**src/rtl/core/bws_pkg.sv**
```systemverilog
`default_nettype none

package bws_pkg;

    // input opcodes
    localparam logic [2:0] OP_LOAD  = 3'd0;
    localparam logic [2:0] OP_START = 3'd1;
    localparam logic [2:0] OP_TX    = 3'd2;
    localparam logic [2:0] OP_RX    = 3'd3;
    localparam logic [2:0] OP_TICK  = 3'd4;

    // result kinds
    localparam logic KIND_BYTE   = 1'b0;
    localparam logic KIND_STATUS = 1'b1;

    // status codes
    localparam logic [1:0] STAT_OK      = 2'd0;
    localparam logic [1:0] STAT_NAK     = 2'd1;
    localparam logic [1:0] STAT_TIMEOUT = 2'd2;

    // configuration register indexes
    localparam logic [1:0] CFG_CMD_CODE = 2'd0;
    localparam logic [1:0] CFG_ACK_CODE = 2'd1;
    localparam logic [1:0] CFG_TIMEOUT  = 2'd2;

    // configuration reset values
    localparam logic [7:0] CMD_CODE_RST = 8'd49;
    localparam logic [7:0] ACK_CODE_RST = 8'd121;
    localparam logic [7:0] TIMEOUT_RST  = 8'd10;

    localparam logic [7:0] COMPLEMENT_MASK = 8'hFF;
    localparam int         ADDR_BYTES      = 4;

    typedef struct packed {
        logic [2:0]  opcode;
        logic [7:0]  payload_byte;
        logic [31:0] target_address;
        logic [8:0]  byte_count;
        logic [7:0]  received_byte;
    } bws_item_t;

    typedef struct packed {
        logic       result_kind;
        logic [7:0] transmit_byte;
        logic       frame_end;
        logic [1:0] status_code;
    } bws_result_t;

    typedef struct packed {
        logic [7:0] cmd_code;
        logic [7:0] ack_code;
        logic [7:0] timeout_limit;
    } bws_cfg_t;

endpackage

`default_nettype wire

```
**src/rtl/core/bws_if.sv**
```systemverilog
`default_nettype none

interface bws_in_if;
    logic        valid;
    logic        ready;
    logic [2:0]  opcode;
    logic [7:0]  payload_byte;
    logic [31:0] target_address;
    logic [8:0]  byte_count;
    logic [7:0]  received_byte;

    modport source (
        output valid, opcode, payload_byte, target_address, byte_count, received_byte,
        input  ready
    );
    modport sink (
        input  valid, opcode, payload_byte, target_address, byte_count, received_byte,
        output ready
    );
endinterface

interface bws_out_if;
    logic       valid;
    logic       ready;
    logic       result_kind;
    logic [7:0] transmit_byte;
    logic       frame_end;
    logic [1:0] status_code;

    modport source (
        output valid, result_kind, transmit_byte, frame_end, status_code,
        input  ready
    );
    modport sink (
        input  valid, result_kind, transmit_byte, frame_end, status_code,
        output ready
    );
endinterface

`default_nettype wire

```
**src/rtl/core/bws_mem.sv**
```systemverilog
`default_nettype none

module bws_mem #(
    parameter int BUFFER_DEPTH = 256
) (
    input  wire logic                            clk,
    input  wire logic                            we,
    input  wire logic [$clog2(BUFFER_DEPTH)-1:0] waddr,
    input  wire logic [7:0]                      wdata,
    input  wire logic [$clog2(BUFFER_DEPTH)-1:0] raddr,
    output logic [7:0]                           rdata
);

    logic [7:0] mem [BUFFER_DEPTH];
    logic [7:0] rdata_reg;

    always_ff @(posedge clk)
    begin
        if (we)
        begin
            mem[waddr] <= wdata;
        end
        rdata_reg <= mem[raddr];
    end

    assign rdata = rdata_reg;

endmodule

`default_nettype wire

```
**src/rtl/core/bws_out_buf.sv**
```systemverilog
`default_nettype none

module bws_out_buf
    import bws_pkg::*;
(
    input  wire logic         clk,
    input  wire logic         rst_n,
    input  wire logic         push,
    input  wire bws_result_t  push_data,
    output logic              space,
    bws_out_if.source         out_ch
);

    logic        out_valid_reg, out_valid_next;
    bws_result_t out_data_reg, out_data_next;
    logic        skid_valid_reg, skid_valid_next;
    bws_result_t skid_data_reg, skid_data_next;
    logic        pop;

    assign pop = out_valid_reg && out_ch.ready;

    always_comb
    begin
        out_valid_next  = out_valid_reg;
        out_data_next   = out_data_reg;
        skid_valid_next = skid_valid_reg;
        skid_data_next  = skid_data_reg;
        if (pop || !out_valid_reg)
        begin
            if (skid_valid_reg)
            begin
                out_valid_next  = 1'b1;
                out_data_next   = skid_data_reg;
                skid_valid_next = push;
                skid_data_next  = push_data;
            end
            else
            begin
                out_valid_next = push;
                out_data_next  = push_data;
            end
        end
        else if (push)
        begin
            skid_valid_next = 1'b1;
            skid_data_next  = push_data;
        end
    end

    always_ff @(posedge clk or negedge rst_n)
    begin
        if (!rst_n)
        begin
            out_valid_reg  <= 1'b0;
            skid_valid_reg <= 1'b0;
        end
        else
        begin
            out_valid_reg  <= out_valid_next;
            skid_valid_reg <= skid_valid_next;
        end
    end

    always_ff @(posedge clk)
    begin
        out_data_reg  <= out_data_next;
        skid_data_reg <= skid_data_next;
    end

    assign space                = !skid_valid_reg;
    assign out_ch.valid         = out_valid_reg;
    assign out_ch.result_kind   = out_data_reg.result_kind;
    assign out_ch.transmit_byte = out_data_reg.transmit_byte;
    assign out_ch.frame_end     = out_data_reg.frame_end;
    assign out_ch.status_code   = out_data_reg.status_code;

    // a held beat in the skid stage always sits behind a shown one
    a_skid_behind_out: assert property (@(posedge clk) disable iff (!rst_n)
        skid_valid_reg |-> out_valid_reg)
        else $error("skid stage full with output register empty");

endmodule

`default_nettype wire

```
**src/rtl/core/bws_ctrl.sv**
```systemverilog
`default_nettype none

module bws_ctrl
    import bws_pkg::*;
#(
    parameter int BUFFER_DEPTH = 256
) (
    input  wire logic                            clk,
    input  wire logic                            rst_n,
    input  wire logic                            accept,
    input  wire bws_item_t                       item,
    input  wire bws_cfg_t                        cfg,
    output logic                                 mem_we,
    output logic [$clog2(BUFFER_DEPTH)-1:0]      mem_waddr,
    output logic [7:0]                           mem_wdata,
    output logic [$clog2(BUFFER_DEPTH)-1:0]      mem_raddr,
    input  wire logic [7:0]                      mem_rdata,
    output logic                                 res_valid,
    output bws_result_t                          res
);

    localparam int AW = $clog2(BUFFER_DEPTH);
    localparam int CW = $clog2(BUFFER_DEPTH + 1);
    localparam int SW = $clog2(BUFFER_DEPTH + 2);

    typedef enum logic [1:0] {PH_IDLE, PH_CMD, PH_ADDR, PH_DATA} phase_t;

    phase_t        phase_reg, phase_next;
    logic          await_reg, await_next;
    logic [CW-1:0] load_idx_reg, load_idx_next;
    logic [31:0]   addr_reg, addr_next;
    logic [CW-1:0] count_reg, count_next;
    logic [SW-1:0] send_idx_reg, send_idx_next;
    logic [7:0]    xor_reg, xor_next;
    logic [7:0]    ticks_reg, ticks_next;

    logic [7:0]    frame_byte;
    logic          frame_last;
    logic [SW-1:0] count_ext;
    logic [8:0]    start_count;
    logic [SW-1:0] rd_idx;

    assign count_ext = SW'(count_reg);

    // byte the current frame sends next
    always_comb
    begin
        frame_byte = 8'd0;
        frame_last = 1'b0;
        case (phase_reg)
            PH_CMD:
            begin
                if (send_idx_reg == '0)
                begin
                    frame_byte = cfg.cmd_code;
                end
                else
                begin
                    frame_byte = cfg.cmd_code ^ COMPLEMENT_MASK;
                    frame_last = 1'b1;
                end
            end
            PH_ADDR:
            begin
                if (send_idx_reg < SW'(ADDR_BYTES))
                begin
                    // big-endian: index 0 takes bits 31:24
                    frame_byte = addr_reg[{~send_idx_reg[1:0], 3'b000} +: 8];
                end
                else
                begin
                    frame_byte = xor_reg;
                    frame_last = 1'b1;
                end
            end
            PH_DATA:
            begin
                if (send_idx_reg == '0)
                begin
                    frame_byte = 8'(count_reg - CW'(1));
                end
                else if (send_idx_reg <= count_ext)
                begin
                    frame_byte = mem_rdata;
                end
                else
                begin
                    frame_byte = xor_reg;
                    frame_last = 1'b1;
                end
            end
            default:
            begin
                frame_byte = 8'd0;
                frame_last = 1'b0;
            end
        endcase
    end

    // zero counts as one, beyond the buffer counts as the buffer
    always_comb
    begin
        if (item.byte_count == 9'd0)
        begin
            start_count = 9'd1;
        end
        else if (item.byte_count > 9'(BUFFER_DEPTH))
        begin
            start_count = 9'(BUFFER_DEPTH);
        end
        else
        begin
            start_count = item.byte_count;
        end
    end

    always_comb
    begin
        phase_next    = phase_reg;
        await_next    = await_reg;
        load_idx_next = load_idx_reg;
        addr_next     = addr_reg;
        count_next    = count_reg;
        send_idx_next = send_idx_reg;
        xor_next      = xor_reg;
        ticks_next    = ticks_reg;
        mem_we        = 1'b0;
        res_valid     = 1'b0;
        res           = '{result_kind: KIND_BYTE, transmit_byte: 8'd0,
                          frame_end: 1'b0, status_code: STAT_OK};
        if (accept)
        begin
            case (item.opcode)
                OP_LOAD:
                begin
                    if (phase_reg == PH_IDLE && load_idx_reg < CW'(BUFFER_DEPTH))
                    begin
                        mem_we        = 1'b1;
                        load_idx_next = load_idx_reg + CW'(1);
                    end
                end
                OP_START:
                begin
                    if (phase_reg == PH_IDLE)
                    begin
                        addr_next     = item.target_address;
                        count_next    = CW'(start_count);
                        load_idx_next = '0;
                        phase_next    = PH_CMD;
                        await_next    = 1'b0;
                        send_idx_next = '0;
                        xor_next      = 8'd0;
                        ticks_next    = 8'd0;
                    end
                end
                OP_TX:
                begin
                    if (phase_reg != PH_IDLE && !await_reg)
                    begin
                        res_valid         = 1'b1;
                        res.transmit_byte = frame_byte;
                        res.frame_end     = frame_last;
                        if (frame_last)
                        begin
                            await_next    = 1'b1;
                            send_idx_next = '0;
                            xor_next      = 8'd0;
                            ticks_next    = 8'd0;
                        end
                        else
                        begin
                            xor_next      = xor_reg ^ frame_byte;
                            send_idx_next = send_idx_reg + SW'(1);
                        end
                    end
                end
                OP_RX:
                begin
                    if (phase_reg != PH_IDLE && await_reg)
                    begin
                        await_next    = 1'b0;
                        send_idx_next = '0;
                        xor_next      = 8'd0;
                        ticks_next    = 8'd0;
                        if (item.received_byte != cfg.ack_code)
                        begin
                            res_valid       = 1'b1;
                            res.result_kind = KIND_STATUS;
                            res.status_code = STAT_NAK;
                            phase_next      = PH_IDLE;
                        end
                        else if (phase_reg == PH_DATA)
                        begin
                            res_valid       = 1'b1;
                            res.result_kind = KIND_STATUS;
                            res.status_code = STAT_OK;
                            phase_next      = PH_IDLE;
                        end
                        else if (phase_reg == PH_CMD)
                        begin
                            phase_next = PH_ADDR;
                        end
                        else
                        begin
                            phase_next = PH_DATA;
                        end
                    end
                end
                OP_TICK:
                begin
                    if (phase_reg != PH_IDLE && await_reg)
                    begin
                        ticks_next = ticks_reg + 8'd1;
                        if (ticks_next == cfg.timeout_limit)
                        begin
                            res_valid       = 1'b1;
                            res.result_kind = KIND_STATUS;
                            res.status_code = STAT_TIMEOUT;
                            phase_next      = PH_IDLE;
                            await_next      = 1'b0;
                            send_idx_next   = '0;
                            xor_next        = 8'd0;
                            ticks_next      = 8'd0;
                        end
                    end
                end
                default:
                begin
                    phase_next = phase_reg;
                end
            endcase
        end
    end

    // prefetch the payload entry that the next send index will need
    assign rd_idx    = send_idx_next - SW'(1);
    assign mem_raddr = rd_idx[AW-1:0];
    assign mem_waddr = load_idx_reg[AW-1:0];
    assign mem_wdata = item.payload_byte;

    always_ff @(posedge clk or negedge rst_n)
    begin
        if (!rst_n)
        begin
            phase_reg    <= PH_IDLE;
            await_reg    <= 1'b0;
            load_idx_reg <= '0;
            addr_reg     <= 32'd0;
            count_reg    <= '0;
            send_idx_reg <= '0;
            xor_reg      <= 8'd0;
            ticks_reg    <= 8'd0;
        end
        else
        begin
            phase_reg    <= phase_next;
            await_reg    <= await_next;
            load_idx_reg <= load_idx_next;
            addr_reg     <= addr_next;
            count_reg    <= count_next;
            send_idx_reg <= send_idx_next;
            xor_reg      <= xor_next;
            ticks_reg    <= ticks_next;
        end
    end

    a_await_busy: assert property (@(posedge clk) disable iff (!rst_n)
        await_reg |-> phase_reg != PH_IDLE)
        else $error("waiting for a reply while idle");

    a_load_idle: assert property (@(posedge clk) disable iff (!rst_n)
        mem_we |-> phase_reg == PH_IDLE)
        else $error("payload buffer written during an exchange");

    a_status_ends: assert property (@(posedge clk) disable iff (!rst_n)
        res_valid && res.result_kind == KIND_STATUS |=> phase_reg == PH_IDLE && !await_reg)
        else $error("exchange still running after its status");

endmodule

`default_nettype wire

```
**src/rtl/core/bootloader_write_sequencer.sv**
```systemverilog
// host side of a serial bootloader write-memory exchange
//
// in_ch carries one beat per event: load payload byte, start, transmit slot
// free, received byte, or tick. out_ch carries transmit bytes (with a frame
// end mark) and the final status of an exchange. cfg_we/cfg_index/cfg_wdata
// write the command code, the ack code and the timeout limit.
//
// one beat is accepted per cycle while the skid stage has room; a result is
// registered before it shows on out_ch. the payload buffer is a synchronous
// ram; the next data byte is prefetched every cycle: no transmit slot waits.
//
// reset puts the sequencer idle with load and send indexes at zero and the
// config registers at their defaults. the payload buffer is not cleared, so
// a count beyond the bytes loaded sends whatever older entries hold.
//
// when out_ch stalls, one result waits in the output register and one more
// in a skid stage; in_ch.ready drops only once the skid stage is full.
`default_nettype none

module bootloader_write_sequencer
    import bws_pkg::*;
#(
    parameter int BUFFER_DEPTH = 256
) (
    input  wire logic       clk,
    input  wire logic       rst_n,
    bws_in_if.sink          in_ch,
    bws_out_if.source       out_ch,
    input  wire logic       cfg_we,
    input  wire logic [1:0] cfg_index,
    input  wire logic [7:0] cfg_wdata
);

    localparam int AW = $clog2(BUFFER_DEPTH);

    bws_cfg_t    cfg_reg;
    bws_item_t   item;
    bws_result_t res;
    logic        res_valid;
    logic        space;
    logic        accept;
    logic        mem_we;
    logic [AW-1:0] mem_waddr;
    logic [AW-1:0] mem_raddr;
    logic [7:0]  mem_wdata;
    logic [7:0]  mem_rdata;

    // config registers: user writes only while sequencer is quiet; not enforced
    always_ff @(posedge clk or negedge rst_n)
    begin
        if (!rst_n)
        begin
            cfg_reg.cmd_code      <= CMD_CODE_RST;
            cfg_reg.ack_code      <= ACK_CODE_RST;
            cfg_reg.timeout_limit <= TIMEOUT_RST;
        end
        else if (cfg_we)
        begin
            case (cfg_index)
                CFG_CMD_CODE: cfg_reg.cmd_code      <= cfg_wdata;
                CFG_ACK_CODE: cfg_reg.ack_code      <= cfg_wdata;
                CFG_TIMEOUT:  cfg_reg.timeout_limit <= cfg_wdata;
                default:      cfg_reg               <= cfg_reg;
            endcase
        end
    end

    // a beat is taken whenever the skid stage has room
    assign in_ch.ready = space;
    assign accept      = in_ch.valid && space;

    assign item = '{opcode:         in_ch.opcode,
                    payload_byte:   in_ch.payload_byte,
                    target_address: in_ch.target_address,
                    byte_count:     in_ch.byte_count,
                    received_byte:  in_ch.received_byte};

    bws_ctrl #(
        .BUFFER_DEPTH(BUFFER_DEPTH)
    ) u_ctrl (
        .clk       (clk),
        .rst_n     (rst_n),
        .accept    (accept),
        .item      (item),
        .cfg       (cfg_reg),
        .mem_we    (mem_we),
        .mem_waddr (mem_waddr),
        .mem_wdata (mem_wdata),
        .mem_raddr (mem_raddr),
        .mem_rdata (mem_rdata),
        .res_valid (res_valid),
        .res       (res)
    );

    // payload buffer, one write and one registered read per cycle
    bws_mem #(
        .BUFFER_DEPTH(BUFFER_DEPTH)
    ) u_mem (
        .clk   (clk),
        .we    (mem_we),
        .waddr (mem_waddr),
        .wdata (mem_wdata),
        .raddr (mem_raddr),
        .rdata (mem_rdata)
    );

    // output register plus skid stage
    bws_out_buf u_out (
        .clk       (clk),
        .rst_n     (rst_n),
        .push      (res_valid),
        .push_data (res),
        .space     (space),
        .out_ch    (out_ch)
    );

endmodule

`default_nettype wire

```
**src/flat_wrapper.sv**
```systemverilog
// flat-port wrapper written by rule: the top's interface ports become plain ports
module bootloader_write_sequencer_flat import bws_pkg::*;
#(
    parameter int BUFFER_DEPTH = 256
)
  (clk, rst_n, cfg_we, cfg_index, cfg_wdata, in_ch_valid, in_ch_opcode, in_ch_payload_byte, in_ch_target_address, in_ch_byte_count, in_ch_received_byte, in_ch_ready, out_ch_valid, out_ch_result_kind, out_ch_transmit_byte, out_ch_frame_end, out_ch_status_code, out_ch_ready);
  bws_in_if in_ch_i ();
  bws_out_if out_ch_i ();
  input  wire logic clk;
  input  wire logic rst_n;
  input  wire logic cfg_we;
  input  wire logic [1:0] cfg_index;
  input  wire logic [7:0] cfg_wdata;
  input wire logic [$bits(in_ch_i.valid)-1:0] in_ch_valid;
  input wire logic [$bits(in_ch_i.opcode)-1:0] in_ch_opcode;
  input wire logic [$bits(in_ch_i.payload_byte)-1:0] in_ch_payload_byte;
  input wire logic [$bits(in_ch_i.target_address)-1:0] in_ch_target_address;
  input wire logic [$bits(in_ch_i.byte_count)-1:0] in_ch_byte_count;
  input wire logic [$bits(in_ch_i.received_byte)-1:0] in_ch_received_byte;
  output wire logic [$bits(in_ch_i.ready)-1:0] in_ch_ready;
  output wire logic [$bits(out_ch_i.valid)-1:0] out_ch_valid;
  output wire logic [$bits(out_ch_i.result_kind)-1:0] out_ch_result_kind;
  output wire logic [$bits(out_ch_i.transmit_byte)-1:0] out_ch_transmit_byte;
  output wire logic [$bits(out_ch_i.frame_end)-1:0] out_ch_frame_end;
  output wire logic [$bits(out_ch_i.status_code)-1:0] out_ch_status_code;
  input wire logic [$bits(out_ch_i.ready)-1:0] out_ch_ready;
  assign in_ch_i.valid = in_ch_valid;
  assign in_ch_i.opcode = in_ch_opcode;
  assign in_ch_i.payload_byte = in_ch_payload_byte;
  assign in_ch_i.target_address = in_ch_target_address;
  assign in_ch_i.byte_count = in_ch_byte_count;
  assign in_ch_i.received_byte = in_ch_received_byte;
  assign in_ch_ready = in_ch_i.ready;
  assign out_ch_valid = out_ch_i.valid;
  assign out_ch_result_kind = out_ch_i.result_kind;
  assign out_ch_transmit_byte = out_ch_i.transmit_byte;
  assign out_ch_frame_end = out_ch_i.frame_end;
  assign out_ch_status_code = out_ch_i.status_code;
  assign out_ch_i.ready = out_ch_ready;
  bootloader_write_sequencer #(.BUFFER_DEPTH(BUFFER_DEPTH)) u_core (.clk(clk), .rst_n(rst_n), .in_ch(in_ch_i), .out_ch(out_ch_i), .cfg_we(cfg_we), .cfg_index(cfg_index), .cfg_wdata(cfg_wdata));
endmodule
```
**config.mk**
```make
export PLATFORM = sky130hd
export DESIGN_NAME = bootloader_write_sequencer_flat
export DESIGN_NICKNAME = d
export VERILOG_FILES = /design/src/rtl/core/bws_pkg.sv /design/src/rtl/core/bws_if.sv /design/src/rtl/core/bws_mem.sv /design/src/rtl/core/bws_out_buf.sv /design/src/rtl/core/bws_ctrl.sv /design/src/rtl/core/bootloader_write_sequencer.sv /design/src/flat_wrapper.sv
export SDC_FILE = /design/constraint.sdc
export NUM_CORES = 2
export LEC_CHECK = 0
export ABC_AREA = 1
export ABC_CLOCK_PERIOD_IN_PS = 5090
export BUFFER_PORTS_ARGS = -buffer_cell sky130_fd_sc_hd__buf_2
export CORE_UTILIZATION = 45
export DETAILED_ROUTE_END_ITERATION = 7
export HOLD_SLACK_MARGIN = 0.15
export PLACE_DENSITY_LB_ADDON = 0.1
export REMOVE_ABC_BUFFERS = 1
export SLEW_MARGIN = 20
export SYNTH_ARGS = -nofsm -noshare
export SYNTH_HDL_FRONTEND = slang
export SYNTH_SLANG_ARGS = --single-unit
```
**constraint.sdc**
```tcl
create_clock -name clk -period 5.09 [get_ports clk]
set_clock_uncertainty 0.05 [all_clocks]
set_input_delay 1.018 -clock clk [delete_from_list [all_inputs] [get_ports clk]]
set_output_delay 1.018 -clock clk [all_outputs]
set_load 0.005 [all_outputs]
```
==> flow_metrics.tcl <==
set metrics [dict create \
    clk_pin_slew_worst_paths_ns 0.07 \
    arrival_ns 5.68 \
    layout_commonest_cell "nand2_1" \
    vdd_drop_max_uv 401 \
    worst_path_max_delay_cell "nand3_1" \
    fin_cells 11900 \
    wl_per_cell_microns 24.6 \
    crit_type "flop to flop" \
    cts-buffers-inserted 226 \
    worstSkewPairLatency_ns 0.88 \
    drt_first_iter_violations 7380 \
    drt_first_pass_iters 6 \
    h-tree-depth 4 \
    nNetsFinal 8959 \
    synthArstFlopShare_pct 4.76 \
    period_share_pct 97.3 \
    critical-path-max-stage-delay_ns 0.47 \
    r2r-start "u_core.u_ctrl.count_ext[6]" \
    grt_pass1_wl_microns 427000 \
    end_kind "flop" \
    power_mw 45.5 \
    vias 66300 \
    grt_pass1_vias 62800 \
    synthesis.area_sq_um 95200 \
    core_sq_um 210000 \
    synth_edf_count 2072 \
    largest_reg_flops 2048 \
    synth_top_area_share_pct 65.3 \
    syn_to_final_growth_pct 13.0 \
    startpoint_type "flop" \
    path_max_fanout 47 \
    post-route-drc-count 0 \
    rsz0062_at_grt "false" \
    wl_microns 292000 \
    nFillCells 18600 \
    gp_congestion 0.889 \
    dp_hpwl_microns 173000 \
    die_w_microns 462 \
    grt_usage_pct 27.1 \
    fp.dieArea_sq_um 213000 \
    max-slew-margin-rel_pct 24.9 \
    p_per_area_nw_per_um2 423 \
    yosys.area.top_type "edfxtp_1" \
    crit_top_cell "nand3_1" \
    drv_slew 0 \
    ys_warn_count 0 \
    io_pins 89 \
    final_cell_mix "nand2_1, edfxtp_1, nand3_1" \
    grt_max_degree 127 \
    syn_avg_cell_area_sq_um 10.9 \
    die_h_microns 462 \
    initial_core_util_pct 45.4 \
    min_from "in_ch_target_address[30]" \
    period_needed_ns 4.95 \
    synth_cells 8775 \
    dominantRegCellSynth "edfxtp_1" \
    portBuffers 88 \
    dpl.cell_count 11400 \
    fmax_mhz 202 \
    layout.core_utilization_pct 51.2 \
    fin_ws_ns 0.136 \
    regArea_sq_um 65000 \
    multi_input_area_sq_um 25100 \
    pre_cts_slack_ns -0.292 \
    cp.required_ns 5.81 \
    worst_slew_pin_slew_ns 1.12 \
    max_cap_viol_count 0 \
    cts_root_buffer "clkbuf_16" \
    yosys-top-cells-area "edfxtp_1, nand2_1, nand3_1, nand3b_1, inv_1" \
    p_leak_nw 40.4 \
    setup_violations 0 \
    cp-startpoint "u_core.u_ctrl.count_ext[6]" \
    layout-drive-gt1-share_pct 8.98 \
    hold_viol 0 \
    cts_buffer_depth 3 \
    cts_tree "built" \
    vias_per_cell 5.58 \
    postRouteAntennaNets 0 \
    antenna_found_initial 15 \
    fin_hold_ws_ns 0.303 \
    synth_cell_types 53 \
    grt_overflow 0 \
    num_rows 168 \
    run_status "completed" \
    hold_class "input pin to flop" \
    clock_sinks 2184 \
    ys_seq_elements 2184 \
    postCtsSetupBuffers 0 \
    seq_area_frac_synth_pct 68.2 \
]
## stage by stage
stage	setup TNS (ns)	instance area (sq um)
floorplan	-307.82	92700
global placement	-2.33	100000
detailed placement	-1.61	100000
CTS	0	108000
global route	0	108000
finish	0	108000
## routing by layer
layer  vias to the layer above  share of wire, %  global-route usage, %
met5                         -                 0                      0
met4                         0               2.8                   8.35
met1                     32900                43                   38.3
met2                      2587                47                   42.9
li1                      30400                 -                      -
met3                       423               7.3                   4.41
## cell type report
type | instances | area share, %
timing repair buffer | 422 | 3.72
antenna | 6 | 0.0140
inverter | 744 | 2.61
multi-input combinational | 5288 | 23.4
clock buffer | 285 | 5.56
sequential | 2184 | 60.4
tap | 2805 | 3.26
clock inverter | 133 | 1.08
## logic make-up after synthesis
| group | Yosys count | synth area share [%] |
|---|---|---|
| simple gates | 4963 | 23.9 |
| flops | 2184 | 68.2 |
| buf+inv | 1303 | 5.55 |
| compound gates | 286 | 1.88 |
| xor+xnor | 21 | 0.221 |
| fa+ha+maj | 18 | 0.236 |
## cell usage after synthesis, drive strengths merged, types with 2 or more instances
library cell	instances
xor2	17
clkinv	5
nand4	5
inv	739
a21oi	62
a211oi	3
a22o	2
nand3	1691
ha	18
a32o	4
nor2	320
dfstp	10
o22ai	6
nand2	2422
nor4	3
nor3	38
edfxtp	2072
clkbuf	233
o21ai	92
dfrtp	94
nand3b	478
o31ai	2
xnor2	4
buf	326
a22oi	4
or2	3
o211ai	105
dfxtp	8
## what timing repair did
action,CTS,global route
gates resized for setup,0,8
setup endpoints to repair,0,8
hold endpoints to repair,15,0
hold buffers,1,0
## worst max-delay path, delay by kind of cell (launching register included)
kind,cells,cell delay [ns]
adders and majority gates,1,0.27
buffers and inverters,4,0.90
DFF,1,0.37
and+or+nand+nor,20,3.14
## path summary, 6_finish.rpt
kind	to	slack (ns)	cells after the start
hold reg to reg	u_core.u_ctrl.addr_reg[15]	0.42	2
hold / removal	u_core.u_ctrl.addr_reg[30]	0.30	3
max in group asynchronous	u_core.u_ctrl.load_idx_reg[3]	3.57	3
setup / recovery	u_core.u_mem.rdata[5]	0.14	25
setup reg to reg	u_core.u_mem.rdata[5]	0.14	25
min in group asynchronous	u_core.cfg_reg[18]	0.51	2
## report_power, final
part | internal [mW] | switching, mW | total (mW)
Clock | 9.19 | 7.04 | 16.2
Combinational | 2.34 | 6.58 | 8.92
Sequential | 20.0 | 0.357 | 20.3
Total | 31.5 | 14.0 | 45.5
(Power assumes the default switching activity.)
